<file path="src/hdl/nnmm_pkg.sv">
`timescale 1ns / 1ps
package nnmm_pkg;
	localparam int FeatW = 16;
	localparam int ScoreW = 41;
	localparam int NormW = 40;
	localparam int ProdW = 82;
	localparam int RootW = 42;
	localparam int IdxW = 10;
	localparam int ModeW = 2;
	localparam logic [ModeW-1:0] MODE_MAN = 2'd0;
	localparam logic [ModeW-1:0] MODE_EUC = 2'd1;
	localparam logic [ModeW-1:0] MODE_COS = 2'd2;
	localparam logic [ScoreW-1:0] MAX_SCORE = {1'b0, {(ScoreW-1){1'b1}}};

	typedef struct packed {
		logic signed [ScoreW-1:0] accum;
		logic [NormW-1:0] qnorm;
		logic [NormW-1:0] rnorm;
		logic [ModeW-1:0] mode;
		logic last_row;
	} row_job_t;
endpackage

</file>
<file path="src/hdl/nnmm_ram.sv">
`timescale 1ns / 1ps
module nnmm_ram #(
	parameter int WIDTH = 16,
	parameter int DEPTH = 64
) (
	input  logic clk,
	input  logic we,
	input  logic [$clog2(DEPTH)-1:0] waddr,
	input  logic [WIDTH-1:0] wdata,
	input  logic [$clog2(DEPTH)-1:0] raddr,
	output logic [WIDTH-1:0] rdata
);
	logic [WIDTH-1:0] mem [DEPTH];

	always_ff @(posedge clk) begin
		if (we) begin
			mem[waddr] <= wdata;
		end
		rdata <= mem[raddr];
	end
endmodule

</file>
<file path="src/hdl/nnmm_front.sv">
`timescale 1ns / 1ps
module nnmm_front #(
	parameter int VECTOR_LEN = 64
) (
	input  logic clk,
	input  logic arst_n,
	input  logic [nnmm_pkg::ModeW-1:0] mode,
	input  logic in_valid,
	output logic in_ready,
	input  logic signed [nnmm_pkg::FeatW-1:0] feature_value,
	input  logic is_query,
	input  logic last_element,
	input  logic last_row,
	output logic job_valid,
	input  logic job_ready,
	output nnmm_pkg::row_job_t job,
	output logic restart
);
	localparam int AW = (VECTOR_LEN > 1) ? $clog2(VECTOR_LEN) : 1;

	logic [AW-1:0] count_q;
	logic [nnmm_pkg::NormW-1:0] qnorm_q;
	logic signed [nnmm_pkg::ScoreW-1:0] accum_q;
	logic [nnmm_pkg::NormW-1:0] rnorm_q;
	logic accept, vec_end;
	logic [nnmm_pkg::FeatW-1:0] qraw;

	// Stage 1 registers: element after memory read.
	logic v_s1, q_s1, end_s1, lrow_s1, first_s1;
	logic signed [nnmm_pkg::FeatW-1:0] val_s1;
	logic [nnmm_pkg::ModeW-1:0] mode_s1;

	logic signed [nnmm_pkg::FeatW:0] diff;
	logic [nnmm_pkg::NormW-1:0] vsq, dsq;
	logic signed [nnmm_pkg::ScoreW-1:0] term, base_acc;
	logic [nnmm_pkg::NormW-1:0] base_rn, base_qn;
	logic signed [31:0] xv;
	logic row_end_s1;
	logic job_pend_q;
	nnmm_pkg::row_job_t job_data_q;

	// A finished row goes into a one-entry queue; the stage behind it never stalls.
	assign row_end_s1 = v_s1 && !q_s1 && end_s1;
	assign in_ready = !row_end_s1 && (!job_pend_q || job_ready);
	assign accept = in_valid && in_ready;
	assign vec_end = last_element || (32'(count_q) >= 32'(VECTOR_LEN - 1));

	nnmm_ram #(.WIDTH(nnmm_pkg::FeatW), .DEPTH(VECTOR_LEN)) u_qram (
		.clk(clk), .we(accept && is_query), .waddr(count_q), .wdata(feature_value),
		.raddr(count_q), .rdata(qraw)
	);

	always_ff @(posedge clk or negedge arst_n) begin
		if (!arst_n) begin
			count_q <= '0;
			v_s1 <= 1'b0;
		end else begin
			if (accept) begin
				count_q <= vec_end ? '0 : count_q + AW'(1);
			end
			v_s1 <= accept;
		end
	end

	always_ff @(posedge clk) begin
		if (accept) begin
			q_s1 <= is_query;
			end_s1 <= vec_end;
			lrow_s1 <= last_row;
			first_s1 <= (count_q == '0);
			val_s1 <= feature_value;
			mode_s1 <= mode;
		end
	end

	assign diff = (nnmm_pkg::FeatW+1)'(signed'(qraw)) - (nnmm_pkg::FeatW+1)'(val_s1);
	assign xv = 32'(signed'(qraw)) * 32'(val_s1);
	assign vsq = nnmm_pkg::NormW'(32'(val_s1) * 32'(val_s1));
	assign dsq = nnmm_pkg::NormW'(33'(diff) * 33'(diff));
	assign base_acc = first_s1 ? '0 : accum_q;
	assign base_rn = first_s1 ? '0 : rnorm_q;
	assign base_qn = first_s1 ? '0 : qnorm_q;

	always_comb begin
		case (mode_s1)
			nnmm_pkg::MODE_EUC: term = nnmm_pkg::ScoreW'(dsq);
			nnmm_pkg::MODE_COS: term = nnmm_pkg::ScoreW'(xv);
			default: term = diff[nnmm_pkg::FeatW] ? -nnmm_pkg::ScoreW'(diff)
				: nnmm_pkg::ScoreW'(diff);
		endcase
	end

	always_ff @(posedge clk or negedge arst_n) begin
		if (!arst_n) begin
			qnorm_q <= '0;
			accum_q <= '0;
			rnorm_q <= '0;
		end else if (v_s1) begin
			if (q_s1) begin
				qnorm_q <= base_qn + vsq;
			end else begin
				accum_q <= base_acc + term;
				rnorm_q <= base_rn + vsq;
			end
		end
	end

	always_ff @(posedge clk or negedge arst_n) begin
		if (!arst_n) begin
			job_pend_q <= 1'b0;
		end else if (row_end_s1) begin
			job_pend_q <= 1'b1;
		end else if (job_ready) begin
			job_pend_q <= 1'b0;
		end
	end

	always_ff @(posedge clk) begin
		if (row_end_s1) begin
			job_data_q.accum <= base_acc + term;
			job_data_q.rnorm <= base_rn + vsq;
			job_data_q.qnorm <= qnorm_q;
			job_data_q.mode <= mode_s1;
			job_data_q.last_row <= lrow_s1;
		end
	end

	assign job_valid = job_pend_q;
	assign restart = v_s1 && q_s1 && end_s1;
	assign job = job_data_q;
endmodule

</file>
<file path="config.mk">
export PLATFORM = sky130hd
export DESIGN_NAME = nnmm_front
export DESIGN_NICKNAME = d
export VERILOG_FILES = /design/src/hdl/nnmm_pkg.sv /design/src/hdl/nnmm_ram.sv /design/src/hdl/nnmm_front.sv
export SDC_FILE = /design/constraint.sdc
export NUM_CORES = 2
export LEC_CHECK = 0
export ABC_AREA = 1
export BUFFER_PORTS_ARGS = -buffer_cell sky130_fd_sc_hd__buf_2
export CAP_MARGIN = 15
export CORE_ASPECT_RATIO = 0.9
export CORE_UTILIZATION = 65
export CTS_CLUSTER_SIZE = 40
export DETAILED_ROUTE_END_ITERATION = 8
export PLACE_DENSITY = 0.83
export SYNTH_ARGS = -nofsm -noshare
export SYNTH_HDL_FRONTEND = slang
export SYNTH_SLANG_ARGS = --single-unit
</file>
<file path="constraint.sdc">
create_clock -name clk -period 14 [get_ports clk]
set_input_delay 1.4 -clock clk [delete_from_list [all_inputs] [get_ports clk]]
set_output_delay 1.4 -clock clk [all_outputs]
set_load 0.02 [all_outputs]
</file>
[Word level (Yosys, flattened, before mapping)]
Memories as Yosys holds them, arrays and structs flattened. A register that Yosys moved wholly into a read port is not among the register bits.
Index checks and enable logic that the tools add are counted.
Word-level totals
  RAM bits: 1024
  output and inout bits: 127
  bits in latches: 0
  input bits: 25
  memories kept: 1
  register bits: 275
  bits in read-only memories: 0
  word-level logic and storage cells: 57
Operators by class
  order comparisons: 1
  multiply operators: 3
  reductions and logical operators: 16
  equality and inequality tests: 2
  div/mod/pow operators: 0
  bitwise operators: 1
  add/sub/neg operators: 6
  mux-type cells: 10
  shifts and indexed selects: 0
Memory list
  u_qram.mem: words 64, width 16, rd ports 1, clocked after Yosys merged registers in 1, wr ports 1, RTL line nnmm_ram.sv:13  | logic [WIDTH-1:0] mem [DEPTH];
Operators with widths (count)
  2-to-1 mux 41 bit: 2
  case mux 41 bit (2 select lines): 1
  adder 40 bit: 2
  2-to-1 mux 40 bit: 2
  multiplier 16 x 16 -> 32 bit: 2
  adder 41 bit: 1
  negation 17 -> 41 bit: 1
  multiplier 17 x 17 -> 34 bit: 1
  subtractor 16 x 16 -> 17 bit: 1
  logical AND 1 bit: 7
  adder 6 x 1 -> 6 bit (second input constant): 1
  greater-or-equal comparator 6 bit (second input constant): 1
  logical NOT 6 bit: 1
  2-to-1 mux 6 bit: 1
  2-to-1 mux 1 bit: 4
  AND reduction 2 bit: 2
  logical NOT 1 bit: 3
  equality test 2 x 1 -> 1 bit (second input constant): 1
  equality test 2 bit (second input constant): 1
  logical OR 1 bit: 2
  nonzero test 2 bit: 1
  inverter 1 bit: 1

[Logic depth before layout (Yosys ltp)]
  depth after elaboration: 9
  mapped depth: 56
  depth with buffers taken out: 53

[Modules after synthesis]
A second synthesis with hierarchy kept.
Second synthesis, totals
  cells, all modules: 9762
  area total of the unflattened synthesis: 91316.3 sq um
By module, submodules not included
  nnmm_front: area each 49217.2 sq um, cells an instance 6245, seq. area each 7612.3 sq um, times used 1
  nnmm_ram: area each 42099.1 sq um, cells an instance 3517, seq. area each 31069.8 sq um, times used 1

[Worst setup path before layout]
OpenSTA, ideal clock, no wires.
  path kind: register to register
  from: reg u_qram.rdata[15], read port of u_qram.mem
  to: reg job_data_q, in the netlist job[123], data pin
  stages on the path, launching flop included: 42
  slack: 5.364 ns
  clock period less this slack: 8.636 ns
  required time: 13.745 ns
  data arrival time: 8.382 ns
  path through: dfxtp_1 clkbuf_1 clkbuf_1 inv_1 ha_1 inv_1 nor3_1 nand3_1 nand2_1 nand2_1 nand2_1 buf_2 buf_2 nor2_1 fa_1 fa_1 inv_1 fa_1 [6 not listed] o21ai_0 a211oi_1 o21ai_0 nor3_1 nand3b_1 nand2_1 ha_1 a21oi_1 o21ai_0 nand2_1 nand3_1 a31oi_1 nand3_1 nand2_1 nand2_1 inv_1 nand2_1 and2_1
On the way
  word-level cells in the longest chain between the ends: 5
  elaborated cells between the ends (all ways): 7
RTL lines
  start: declaration: RTL line nnmm_ram.sv:11  | output logic [WIDTH-1:0] rdata
  branches (longest 3 deep; another with multiplier 17 x 17 -> 34 bit)
  case mux 41 bit (2 select lines) *: RTL line nnmm_front.sv:85  | case (mode_s1)
  adder 41 bit *: RTL line nnmm_front.sv:120  | job_data_q.accum <= base_acc + term;
  end: declaration: RTL line nnmm_front.sv:40  | nnmm_pkg::row_job_t job_data_q;
Mark *: on every way between the ends.
A chain may end at the register's enable or synchronous reset.

[Final worst setup path]
  from: reg u_qram.rdata[0], read port of u_qram.mem
  to: reg accum_q[37] (netlist name)
On the way
  word-level cells in the longest chain between the ends: 5
  elaborated cells between the ends (all ways): 7
RTL lines
  branches (longest 3 deep; another with multiplier 17 x 17 -> 34 bit)
  case mux 41 bit (2 select lines) *: RTL line nnmm_front.sv:85
  adder 41 bit *: RTL line nnmm_front.sv:102  | accum_q <= base_acc + term;
  end signal: assignment: RTL line nnmm_front.sv:102
  end: declaration: RTL line nnmm_front.sv:23  | logic signed [nnmm_pkg::ScoreW-1:0] accum_q;
Marks and branches as above.

==> flow_metrics.env <==
export IMPL_outcome="completed"
export IMPL_fin_util_pct=71.3
export IMPL_io_buffers=151
export IMPL_ys_types=68
export IMPL_grt_pass1_wl_mm=402
export IMPL_dp_slack_ps=2830
export IMPL_critPathSlowestCell="dfxtp_1"
export IMPL_synth_area_um2=87900
export IMPL_grt_ovfl_total=0
export IMPL_finalCriticalPeriod_ps=11670
export IMPL_final_cell_area_um2=95400
export IMPL_path_buf_inv=7
export IMPL_slew_violations=0
export IMPL_rsz0062_at_grt="false"
export IMPL_slew_limit_headroom_pct=16.2
export IMPL_clock_latency_ps=840
export IMPL_ant_nets=0
export IMPL_ys_ff_latch=1315
export IMPL_h_tree_depth=4
export IMPL_final_cell_mix="1,762 x nand2_1, 1,647 x inv_1, 1,170 x edfxtp_1"
export IMPL_cts_buffers=131
export IMPL_clock_sinks=1315
export IMPL_fin_skew_ps=85.2
export IMPL_wl_per_cell_um=24.8
export IMPL_drc=0
export IMPL_cts_tree="built"
export IMPL_worstMarginPinSlew_ps=1250
export IMPL_ys_async_sr_fraction_pct=9.81
export IMPL_final_nets=10100
export IMPL_placed_area_um2=91000
export IMPL_drtPass1Iterations=6
export IMPL_min_period_over_period_pct=83.3
export IMPL_holdCritPathClass="flop to flop"
export IMPL_crit_type="flop to flop"
export IMPL_synth_edf_count=1170
export IMPL_vias=66300
export IMPL_wl_mm=268
export IMPL_max_cap_violations=0
export IMPL_fp_row_count=127
export IMPL_start_util_pct=65.7
export IMPL_start_kind="flop"
export IMPL_dp_final_hpwl_mm=188
export IMPL_antenna_found_initial=13
export IMPL_yosysSeqAreaShare_pct=44.0
export IMPL_avgViaCountPerCell=6.14
export IMPL_arrival_ps=12320
export IMPL_crit_path_end_kind="flop"
export IMPL_gp_congestion=1.02
export IMPL_register_area_um2=38700
export IMPL_grt_max_degree=83
export IMPL_critical_path_max_stage_delay_ps=710
export IMPL_max_freq_mhz=85.7
export IMPL_final_common_cell="nand2_1"
export IMPL_cts_resized_gates=0
export IMPL_setup_viol=0
export IMPL_worstPathMaxFanout=16
export IMPL_synthCells=8694
export IMPL_grt_pass1_vias=67200
export IMPL_die_w_um=390
export IMPL_cp_top_family="adder cells"
export IMPL_final_layout_size_suffix_gt1_share_pct=7.36
export IMPL_fp_dieArea_um2=137000
export IMPL_ys_warn_count=0
export IMPL_die_h_um=351
export IMPL_coreArea_um2=134000
export IMPL_path_clk_slew_ps=70
export IMPL_clk_path_buf_depth=3
export IMPL_synthFlopType="edfxtp_1"
export IMPL_nFillCells=9257
export IMPL_syn_to_final_growth_pct=8.52
export IMPL_avgSynthCellArea_um2=10.1
export IMPL_grt_total_usage_pct=39.7
export IMPL_setup_slack_ps=2330
export IMPL_drtIter0Drc=8297
export IMPL_pin_count=152
export IMPL_cp_required_ps=14650
export IMPL_cts_root_buf="clkbuf_16"
export IMPL_cts_hold_buffers_added=0
export IMPL_fin_setup_tns_ps=0
export IMPL_multiInputGateArea_um2=41800
export IMPL_report_final_hold_viol_count=0
export IMPL_syn_nets=9904
export IMPL_cts_setup_buffers=0
## cell usage after synthesis, drive strengths merged, types with 5 or more instances
| master | instances | share of area, % |
|---|---|---|
| a211oi | 9 | 0.083 |
| a21boi | 17 | 0.15 |
| a21o | 29 | 0.25 |
| a21oi | 325 | 1.9 |
| a221oi | 111 | 1.5 |
| a22o | 50 | 0.50 |
| a22oi | 152 | 1.3 |
| a31oi | 40 | 0.28 |
| and2 | 13 | 0.092 |
| and3 | 6 | 0.043 |
| buf | 124 | 0.82 |
| clkbuf | 137 | 0.59 |
| clkinv | 6 | 0.026 |
| dfrtp | 129 | 3.7 |
| dfxtp | 16 | 0.36 |
| edfxtp | 1170 | 40 |
| fa | 773 | 18 |
| ha | 412 | 5.9 |
| inv | 1661 | 7.1 |
| nand2 | 1773 | 7.6 |
| nand3 | 223 | 1.3 |
| nand3b | 18 | 0.15 |
| nand4 | 176 | 1.3 |
| nor2 | 624 | 2.7 |
| nor3 | 64 | 0.39 |
| nor4 | 12 | 0.085 |
| o211ai | 8 | 0.068 |
| o21a | 18 | 0.15 |
| o21ai | 356 | 2.0 |
| o21bai | 23 | 0.20 |
| o22ai | 5 | 0.036 |
| o2bb2ai | 9 | 0.090 |
| o31ai | 6 | 0.051 |
| or2 | 47 | 0.33 |
| xnor2 | 53 | 0.54 |
| xor2 | 83 | 0.83 |
## sequential cells by signal (all words and copies together) (netlist names)
signal        flops
accum_q          41
count_q           6
end_s1            1
first_s1          1
job             124
job_valid         1
lrow_s1           1
mode_s1           2
q_s1              1
qnorm_q          40
rnorm_q          40
u_qram.mem     1024
u_qram.rdata     16
v_s1              1
val_s1           16
## through the flow
stage / hold slack [ps] / instances
CTS: 430 / 10800
finish: 420 / 10800
floorplan: 400 / 8694
global route: 428 / 10800
global placement: 407 / 10500
detailed placement: 411 / 10500
## routing by layer
layer	track usage [%]	part of all wire, %
met4	19.6	5.6
met1	51.9	37
met3	11.9	13
met5	0.909	0.089
met2	60.8	45
## cells by family after synthesis
kind of cell	Yosys count	synth area share (%)
simple gates	2960	14.0
mux	1	0.0114
buf+inv	1928	8.53
compound gates	1169	8.65
flops	1315	44.0
xor+xnor	136	1.36
fa+ha+maj	1185	23.5
## path summary, 6_finish.rpt
check / slack, ps / endpoint / cells past startpoint / startpoint
setup / recovery: 2330 / accum_q[37] / 42 / u_qram.rdata[0]
hold / removal: 420 / job[0] / 0 / lrow_s1
setup reg to reg: 2330 / accum_q[37] / 42 / u_qram.rdata[0]
hold reg to reg: 420 / job[0] / 0 / lrow_s1
max in group asynchronous: 11900 / accum_q[25] / 2 / arst_n
min in group asynchronous: 690 / qnorm_q[4] / 1 / arst_n
## area by class of cell
cell class	count	area share (%)
clock buffer	162	3.60
antenna	2	0.00524
inverter	1667	6.58
tap	1806	2.37
multi-input combinational	5451	43.8
clock inverter	80	1.02
sequential	1315	40.5
timing repair buffer	312	2.10
Power is left out: the tool's default activity adds up to more than one toggle a clock period on the data nets, which glitch-free logic cannot reach.
