`src/hdl/nnmm_pkg.sv`:
```
`timescale 1ns / 1ps
package nnmm_pkg;
	localparam int FeatW = 16;
	localparam int ScoreW = 41;
	localparam int NormW = 40;
	localparam int ProdW = 82;
	localparam int RootW = 42;
	localparam int IdxW = 10;
	localparam int ModeW = 2;
	localparam logic [ModeW-1:0] MODE_MAN = 2'd0;
	localparam logic [ModeW-1:0] MODE_EUC = 2'd1;
	localparam logic [ModeW-1:0] MODE_COS = 2'd2;
	localparam logic [ScoreW-1:0] MAX_SCORE = {1'b0, {(ScoreW-1){1'b1}}};

	typedef struct packed {
		logic signed [ScoreW-1:0] accum;
		logic [NormW-1:0] qnorm;
		logic [NormW-1:0] rnorm;
		logic [ModeW-1:0] mode;
		logic last_row;
	} row_job_t;
endpackage

```
`src/hdl/nnmm_back.sv`:
```
`timescale 1ns / 1ps
module nnmm_back #(
	parameter int MAX_ROWS = 1024
) (
	input  logic clk,
	input  logic arst_n,
	input  logic job_valid,
	output logic job_ready,
	input  nnmm_pkg::row_job_t job,
	input  logic restart,
	output logic out_valid,
	input  logic out_ready,
	output logic signed [nnmm_pkg::ScoreW-1:0] score,
	output logic [nnmm_pkg::IdxW-1:0] row_index,
	output logic [nnmm_pkg::IdxW-1:0] best_index,
	output logic is_final
);
	typedef enum logic [5:0] {
		ST_IDLE = 6'b000001, ST_MUL = 6'b000010, ST_ROOT = 6'b000100,
		ST_DIV = 6'b001000, ST_CMP = 6'b010000, ST_OUT = 6'b100000
	} state_t;

	localparam int DW = nnmm_pkg::ScoreW + 16;
	localparam int HW = nnmm_pkg::NormW / 2;

	state_t state_q;
	nnmm_pkg::row_job_t job_q;
	logic [nnmm_pkg::ProdW-1:0] prod_q, rem_q;
	logic [nnmm_pkg::RootW-1:0] root_q;
	logic [6:0] step_q;
	logic [DW-1:0] num_q, quo_q;
	logic [DW:0] drem_q;
	logic signed [nnmm_pkg::ScoreW-1:0] score_q, best_q;
	logic [nnmm_pkg::IdxW-1:0] row_q, best_row_q;
	logic pend_restart_q;
	logic neg_q;

	logic [nnmm_pkg::ProdW+1:0] trial;
	logic [nnmm_pkg::ProdW+1:0] rem_sh;
	logic [DW:0] dsh;
	logic better;
	logic [nnmm_pkg::ScoreW:0] mag;
	logic [HW-1:0] ma, mb;
	logic [nnmm_pkg::NormW-1:0] mpart;
	logic [6:0] mshift;

	assign job_ready = (state_q == ST_IDLE);
	assign out_valid = (state_q == ST_OUT);

	// The norm product is built from four half-width partial products.
	assign ma = step_q[1] ? job_q.qnorm[nnmm_pkg::NormW-1:HW] : job_q.qnorm[HW-1:0];
	assign mb = step_q[0] ? job_q.rnorm[nnmm_pkg::NormW-1:HW] : job_q.rnorm[HW-1:0];
	assign mpart = {{HW{1'b0}}, ma} * {{HW{1'b0}}, mb};
	assign mshift = (step_q[1] ? 7'(HW) : 7'd0) + (step_q[0] ? 7'(HW) : 7'd0);

	// Restoring square root, one result bit per cycle.
	assign rem_sh = {rem_q, prod_q[nnmm_pkg::ProdW-1 -: 2]};
	assign trial = {root_q, 2'b01};
	assign dsh = {drem_q[DW-1:0], num_q[DW-1]};
	assign mag = job_q.accum[nnmm_pkg::ScoreW-1] ? -{job_q.accum[nnmm_pkg::ScoreW-1],
		job_q.accum} : {1'b0, job_q.accum};

	always_comb begin
		if (row_q == '0) begin
			better = 1'b1;
		end else if (job_q.mode == nnmm_pkg::MODE_COS) begin
			better = score_q > best_q;
		end else begin
			better = score_q < best_q;
		end
	end

	always_ff @(posedge clk) begin
		case (state_q)
			ST_IDLE: begin
				if (job_valid) begin
					job_q <= job;
					score_q <= job.accum;
					prod_q <= '0;
					step_q <= 7'd0;
				end
			end
			ST_MUL: begin
				prod_q <= prod_q + (nnmm_pkg::ProdW'(mpart) << mshift);
				rem_q <= '0;
				root_q <= '0;
				step_q <= (step_q == 7'd3) ? 7'(nnmm_pkg::ProdW / 2) : step_q + 7'd1;
				neg_q <= job_q.accum[nnmm_pkg::ScoreW-1];
				num_q <= {mag[nnmm_pkg::ScoreW-1:0], 16'h0};
			end
			ST_ROOT: begin
				prod_q <= prod_q << 2;
				if (rem_sh >= trial) begin
					rem_q <= nnmm_pkg::ProdW'(rem_sh - trial);
					root_q <= {root_q[nnmm_pkg::RootW-2:0], 1'b1};
				end else begin
					rem_q <= nnmm_pkg::ProdW'(rem_sh);
					root_q <= {root_q[nnmm_pkg::RootW-2:0], 1'b0};
				end
				step_q <= (step_q == 7'd1) ? 7'(DW) : step_q - 7'd1;
				drem_q <= '0;
			end
			ST_DIV: begin
				num_q <= num_q << 1;
				if (dsh >= (DW+1)'(root_q)) begin
					drem_q <= dsh - (DW+1)'(root_q);
					quo_q <= {quo_q[DW-2:0], 1'b1};
				end else begin
					drem_q <= dsh;
					quo_q <= {quo_q[DW-2:0], 1'b0};
				end
				step_q <= step_q - 7'd1;
			end
			ST_CMP: begin
			end
			default: begin
			end
		endcase
		if (state_q == ST_DIV && step_q == 7'd1) begin
			if (root_q == '0) begin
				score_q <= '0;
			end else if ({quo_q[DW-2:0], !(dsh < (DW+1)'(root_q))} >
				DW'(nnmm_pkg::MAX_SCORE)) begin
				score_q <= neg_q ? -nnmm_pkg::MAX_SCORE : nnmm_pkg::MAX_SCORE;
			end else begin
				score_q <= neg_q ? -nnmm_pkg::ScoreW'({quo_q[DW-2:0], !(dsh < (DW+1)'(root_q))})
					: nnmm_pkg::ScoreW'({quo_q[DW-2:0], !(dsh < (DW+1)'(root_q))});
			end
		end
	end

	always_ff @(posedge clk or negedge arst_n) begin
		if (!arst_n) begin
			state_q <= ST_IDLE;
			row_q <= '0;
			best_row_q <= '0;
			best_q <= '0;
			pend_restart_q <= 1'b0;
		end else begin
			if (state_q == ST_IDLE && job_valid) begin
				pend_restart_q <= 1'b0;
			end else if (restart) begin
				pend_restart_q <= 1'b1;
			end
			case (state_q)
				ST_IDLE: begin
					if (job_valid) begin
						if (pend_restart_q || restart) begin
							row_q <= '0;
						end
						state_q <= (job.mode == nnmm_pkg::MODE_COS) ? ST_MUL : ST_CMP;
					end
				end
				ST_MUL: if (step_q == 7'd3) state_q <= ST_ROOT;
				ST_ROOT: if (step_q == 7'd1) state_q <= ST_DIV;
				ST_DIV: if (step_q == 7'd1) state_q <= ST_CMP;
				ST_CMP: begin
					if (better) begin
						best_q <= score_q;
						best_row_q <= row_q;
					end
					state_q <= ST_OUT;
				end
				ST_OUT: begin
					if (out_ready) begin
						state_q <= ST_IDLE;
						if (job_q.last_row) begin
							row_q <= '0;
						end else if (32'(row_q) < MAX_ROWS - 1) begin
							row_q <= row_q + 1'b1;
						end
					end
				end
				default: state_q <= ST_IDLE;
			endcase
		end
	end

	// A zero norm gives a zero cosine score before the compare.
	always_comb begin
		score = score_q;
		row_index = row_q;
		best_index = best_row_q;
		is_final = job_q.last_row;
	end

	assert property (@(posedge clk) disable iff (!arst_n)
		$onehot(state_q)) else $error("state not one-hot");
	assert property (@(posedge clk) disable iff (!arst_n)
		out_valid && !out_ready |=> out_valid && $stable(score))
		else $error("result changed while stalled");
	assert property (@(posedge clk) disable iff (!arst_n)
		job_valid && job_ready |=> !job_ready) else $error("back end took two jobs");
endmodule

```
`config.mk`:
```
export PLATFORM = sky130hd
export DESIGN_NAME = nnmm_back
export DESIGN_NICKNAME = d
export VERILOG_FILES = /design/src/hdl/nnmm_pkg.sv /design/src/hdl/nnmm_back.sv
export SDC_FILE = /design/constraint.sdc
export NUM_CORES = 2
export LEC_CHECK = 0
export BUFFER_PORTS_ARGS = -buffer_cell sky130_fd_sc_hd__clkbuf_2
export CAP_MARGIN = 5
export CELL_PAD_IN_SITES_DETAIL_PLACEMENT = 0
export CELL_PAD_IN_SITES_GLOBAL_PLACEMENT = 1
export CORE_ASPECT_RATIO = 0.6
export CORE_UTILIZATION = 42
export CTS_BUF_LIST = sky130_fd_sc_hd__clkbuf_16
export DETAILED_ROUTE_END_ITERATION = 10
export GPL_ROUTABILITY_DRIVEN = 1
export PLACE_DENSITY_LB_ADDON = 0.1
export SETUP_SLACK_MARGIN = 0.4
export SYNTH_ARGS = -nofsm -noshare
export SYNTH_HDL_FRONTEND = slang
export SYNTH_SLANG_ARGS = --single-unit
```
`constraint.sdc`:
```
create_clock -name clk -period 18.8 [get_ports clk]
set_clock_uncertainty 0.05 [all_clocks]
set_input_delay 0 -clock clk [delete_from_list [all_inputs] [get_ports clk]]
set_output_delay 0 -clock clk [all_outputs]
set_load 0.1 [all_outputs]
```
[Word level (Yosys, flattened, before mapping)]
Index checks and enable logic that the tools add are counted.
Word-level totals
  input port bits: 129
  output and inout bits: 64
  ROM bits: 0
  word-level logic and storage cells: 119
  bits in writable memories: 0
  bits in registers: 617
  latch bits: 0
  memories kept: 0
Operators by class
  div/mod/pow operators: 0
  equal/unequal tests: 17
  add/subtract/negate cells: 9
  bitwise logic cells: 0
  multipliers: 1
  reductions and logical operators: 22
  muxes and demuxes: 43
  magnitude comparators: 7
  shift operators: 1
Operator list (number)
  $mux W41: 8
  $pmux W82 S3: 1
  $pmux W57 S2: 2
  $mux W82: 2
  $pmux W82 S2: 1
  $ge A84 B44 Y1: 1
  $pmux W42 S2: 1
  $add A82 B82 Y82: 1
  $neg A41 Y41: 2
  $shl A40 B6 Y82: 1
  $sub A82 B44 Y82: 1
  $ge A58 B42 Y1: 1
  $lt A58 B42 Y1: 1
  $gt A57 B40 Y1 const B: 1
  $mux W57: 1
  $sub A57 B42 Y57: 1
  $mux W10: 5
  $logic_not A42 Y1: 1
  $gt A41 B41 Y1: 1
  $lt A41 B41 Y1: 1
  $mul A20 B20 Y40: 1
  $mux W20: 2
  $pmux W6 S6: 1
  $mux W6: 5
  31 further kinds: 57

[Longest topological paths before layout]
  depth in word-level cells: 7
  gate-level depth with buffers: 42
  depth with buffers taken out: 38

[Least setup slack after synthesis]
Ideal clock, no wire load.
  path type: register to register
  start: reg step_q[1]
  end: reg prod_q[81] (netlist name) (data pin)
  cell stages (with the launch flop): 36
  data arrival time: 10.255 ns
  slack: 8.230 ns
  data required time: 18.485 ns
  buffers on the path: 2
  cells stage by stage: edfxtp_1 > clkbuf_1 > clkbuf_1 > mux2i_1 > nor2_1 > fa_1 > inv_1 > fa_1 > fa_1 > inv_1 > fa_1 > fa_1 > fa_1 > inv_1 > fa_1 > inv_1 > ha_1 > nand3_1 > or2_2 > a2111oi_0 > o21bai_1 > o31ai_1 > a31oi_1 > xor2_1 > o22ai_1 > ha_1 > a21o_1 > a21o_1 > a221o_1 > a21o_1 > and2_1 > o31ai_1 > nand2_1 > a211oi_1 > nor4_1 > or3_1
Between the ends
  longest elaborated chain between the ends: 5
  elaborated cells between the ends (all ways): 7
  those cells by class: 2 x add/sub; 1 x mul; 1 x shift; 3 x mux
RTL lines
  start: declaration: line nnmm_back.sv:30  | logic [6:0] step_q;
  start signal: assignment: line nnmm_back.sv:87  | step_q <= (step_q == 7'd3) ? 7'(nnmm_pkg::ProdW / 2) : step_q + 7'd1;
  start signal: assignment: line nnmm_back.sv:100  | step_q <= (step_q == 7'd1) ? 7'(DW) : step_q - 7'd1;
  start signal: assignment: line nnmm_back.sv:112  | step_q <= step_q - 7'd1;
  $mux W20 / $mux W5 (equally long branches): line nnmm_back.sv:51, nnmm_back.sv:54
  $mul A20 B20 Y40 / $add A5 B5 Y6 (equally long branches): line nnmm_back.sv:53, nnmm_back.sv:54
  $shl A40 B6 Y82 *: line nnmm_back.sv:84  | prod_q <= prod_q + (nnmm_pkg::ProdW'(mpart) << mshift);
  $add A82 B82 Y82 *: line nnmm_back.sv:84
  $pmux W82 S3 *: line nnmm_back.sv:74  | case (state_q)
  end signal: assignment: line nnmm_back.sv:84
  end signal: assignment: line nnmm_back.sv:92  | prod_q <= prod_q << 2;
  end: declaration: line nnmm_back.sv:28  | logic [nnmm_pkg::ProdW-1:0] prod_q, rem_q;
Every way passes the cells marked *; elsewhere a longest branch is shown, timed or not.
A chain may end at the register's enable or synchronous reset.

[Final worst setup path]
  start: reg step_q[0]
  end: reg prod_q[80] (netlist name) (data pin)
Between the ends
  longest elaborated chain between the ends: 5
  elaborated cells between the ends (all ways): 7
  those cells by class: 2 x add/sub; 1 x mul; 1 x shift; 3 x mux
RTL lines (line)
  $mux W20 / $mux W5 (equally long branches): nnmm_back.sv:52, nnmm_back.sv:54
  $mul A20 B20 Y40 / $add A5 B5 Y6 (equally long branches): nnmm_back.sv:53, nnmm_back.sv:54
  $shl A40 B6 Y82 *: nnmm_back.sv:84
  $add A82 B82 Y82 *: nnmm_back.sv:84
  $pmux W82 S3 *: nnmm_back.sv:74
Marks and branches as above.

==> results.cfg <==
[run_status]
status = finished, final reports clean

[sta]
relSlewSlack_pct = 11.3
fmax_ghz = 0.0779
period_share_pct = 68.3
drv_slew = 0
worstMarginPinSlew_ns = 1.32
period_minus_slack_ns = 12.84
hold_viol_final = 0
setup_slack_ns = 5.96
finalSetupViolations = 0
rsz0062_at_grt = false
setup-tns-final_ns = 0

[yosys]
synth_compound_area_share_pct = 14.9
yosys.cell_types.count = 93
yosys.area_share.xor_xnor_pct = 4.34
synthAdderAreaFrac_pct = 21.5
synth_nets = 6393
yosys.area_share.simple_pct = 16.3
synth_area_sq_um = 51800
ys_ff_latch = 601
yosysWarnings = 0
synthMuxAreaShare_pct = 3.04
netlist_instances = 5567
async_flop_share_pct = 11.3
synth_top_family_by_area = adder cells
synth_edf_count = 533
ys.flop_type = edfxtp_1
yosysSeqAreaShare_pct = 34.2
avgSynthCellArea_sq_um = 9.31

[routing]
ant_nets = 0
drtIter0Drc = 4407
viasPerCell = 5.73
vias = 43100
dr.max_layer_used = met5
met3_wirelength_mm = 15.7
wl_met1_mm = 86.2
wirelength_mm = 169
drc = 0
met2WireLength_mm = 64.5
dr.pass1.iters = 6
post_drt_wl_per_cell_microns = 22.5

[setup_path]
crit_buf_inv = 5
rr_worst_depth = 35
cp_common_cell = fa_1
regToRegEndpoint = prod_q[80]$_DFFE_PP_
end_kind = flip-flop
crit_type = flip-flop to flip-flop
critPathLaunchType = flip-flop
worstSetupStartpoint = step_q[0]$_DFFE_PP_
rr_startpoint = step_q[0]$_DFFE_PP_
cp_data_required_time_ns = 19.13
cp_top_family = adder cells
r2r_setup_slack_ns = 5.96
slowest_delay_ns = 1.10
worstPathArrival_ns = 13.17
crit_path_max_fanout = 20
slowest_stage = mux2i_2

[clock_tree]
cts_buffers = 67
path_clk_slew_ns = 0.07
cts_tree = yes
clock_path_buffers = 3
cts_resized = 0
root_buffer = clkbuf_16
postCtsSetupBuffers = 0
cts_sinks = 601
htree_levels = 3
clock_insertion_delay_worst_skew_ns = 0.68
hold_buffers = 206

[placement]
place_congestion = 1.01
place_ws_ns = 6.22
port_buffers = 192
place_hpwl_mm = 128

[finish]
final_common_cell = nand2_1
drive_gt1_share_pct = 9.02
final_cell_mix = nand2_1 (667), inv_1 (538), nor2_1 (533), edfxtp_1 (533), ha_1 (375)
fin_nets = 6670
nFillCells = 11500
area_growth_pct = 13.2

[global_routing]
track_usage_pct = 26.7
grt_max_degree = 92
grt_first_pass_wirelength_mm = 254
first_global_vias = 39700
antenna_found_initial = 4
overflow = 0

[floorplanning]
boundaryPins = 193
die_width_microns = 456
die_y_microns = 274
placementRows = 99
start_util_pct = 42.5
die-area_sq_um = 125000
coreArea_sq_um = 122000

[min_path]
holdCritStartpoint = job[116]
hold_end = job_q[116]$_DFFE_PP_
holdPathStages = 2
hp-class = input port to flip-flop

[run]
cap_viol_max_count = 0
[per-stage QoR]
| step | std cells | instance area (sq um) | hold WS (ns) | util, % |
|---|---|---|---|---|
| 3_3_place_gp | 7181 | 54400 | 0.127 | 44.6 |
| 5_1_grt | 7513 | 58700 | 0.0232 | 48.1 |
| 4_1_cts | 7511 | 58600 | 0.00304 | 48.1 |
| 3_5_place_dp | 7183 | 54400 | 0.129 | 44.6 |
| 6_report | 7515 | 58700 | 0.0572 | 48.1 |
| 2_1_floorplan | 5567 | 51800 | -0.346 | - |
[sequential cells by signal (all words and copies together), names as in the netlist, 42 cells and up]
signal,cells
job_q,123
prod_q,82
rem_q,82
drem_q,57
quo_q,56
root_q,42
[layer usage]
metal  vias to the layer above  track usage (%)
li1                      20100                -
met2                      1596             34.2
met4                         8             5.00
met1                     21200             43.8
met3                       137             6.22
met5                         -            0.826
[worst register-to-register path: cells and delay by family (launching register included)]
kind                     cells  cell delay [ns]
AO/OA/AOI/OAI               11             3.15
XOR/XNOR                     2             0.32
adder cells (fa/ha/maj)      9             4.42
buffers and inverters        5             0.48
flip-flops                   1             0.92
multiplexers                 1             1.10
AND/OR/NAND/NOR              7             2.12
[cell families after synthesis]
| kind of cell | Yosys count |
|---|---|
| AO/OA/AOI/OAI | 1244 |
| XOR/XNOR | 257 |
| buffers and inverters | 786 |
| AND/OR/NAND/NOR | 1835 |
| adder cells (fa/ha/maj) | 697 |
| flip-flops | 601 |
| multiplexers | 147 |
[final cells by class]
type	instances	area, sq um	share of cell area (%)
repair buffers	467	3570	6.08
inverters	527	1990	3.39
clock inverters	55	465	0.793
clock buffers	67	1680	2.86
flip-flops and latches	601	17700	30.2
diodes	2	5.00	0.00853
well taps	1616	2020	3.45
multi-input cells	4180	31200	53.2
[worst max-delay path by stage]
| stage | to | slack [ns] | cells after the start |
|---|---|---|---|
| 6_report | prod_q[80]$_DFFE_PP_ | 5.96 | 35 |
| 5_1_grt | prod_q[80]$_DFFE_PP_ | 5.47 | 35 |
| 4_1_cts | prod_q[80]$_DFFE_PP_ | 6.17 | 36 |
| 3_5_place_dp | prod_q[80]$_DFFE_PP_ | 6.22 | 36 |
| 3_3_place_gp | prod_q[80]$_DFFE_PP_ | 6.37 | 36 |
| 2_1_floorplan | prod_q[81]$_DFFE_PP_ | 8.23 | 35 |
[Yosys cell counts (85+ instances only)]
cell,count,area [sq um]
edfxtp_1,533,16000
nor2_1,534,2000
xnor2_1,132,1160
clkbuf_1,230,863
inv_1,526,1970
fa_1,322,6450
nand2_1,671,2520
nand4_1,98,613
ha_1,375,4690
mux2_2,85,957
a21oi_1,357,1790
xor2_1,125,1090
nand3_1,98,490
o21ai_0,328,1640
a21o_1,130,976
Power is left out: the tool's default activity adds up to more than one toggle a clock period on the data nets, which glitch-free logic cannot reach.
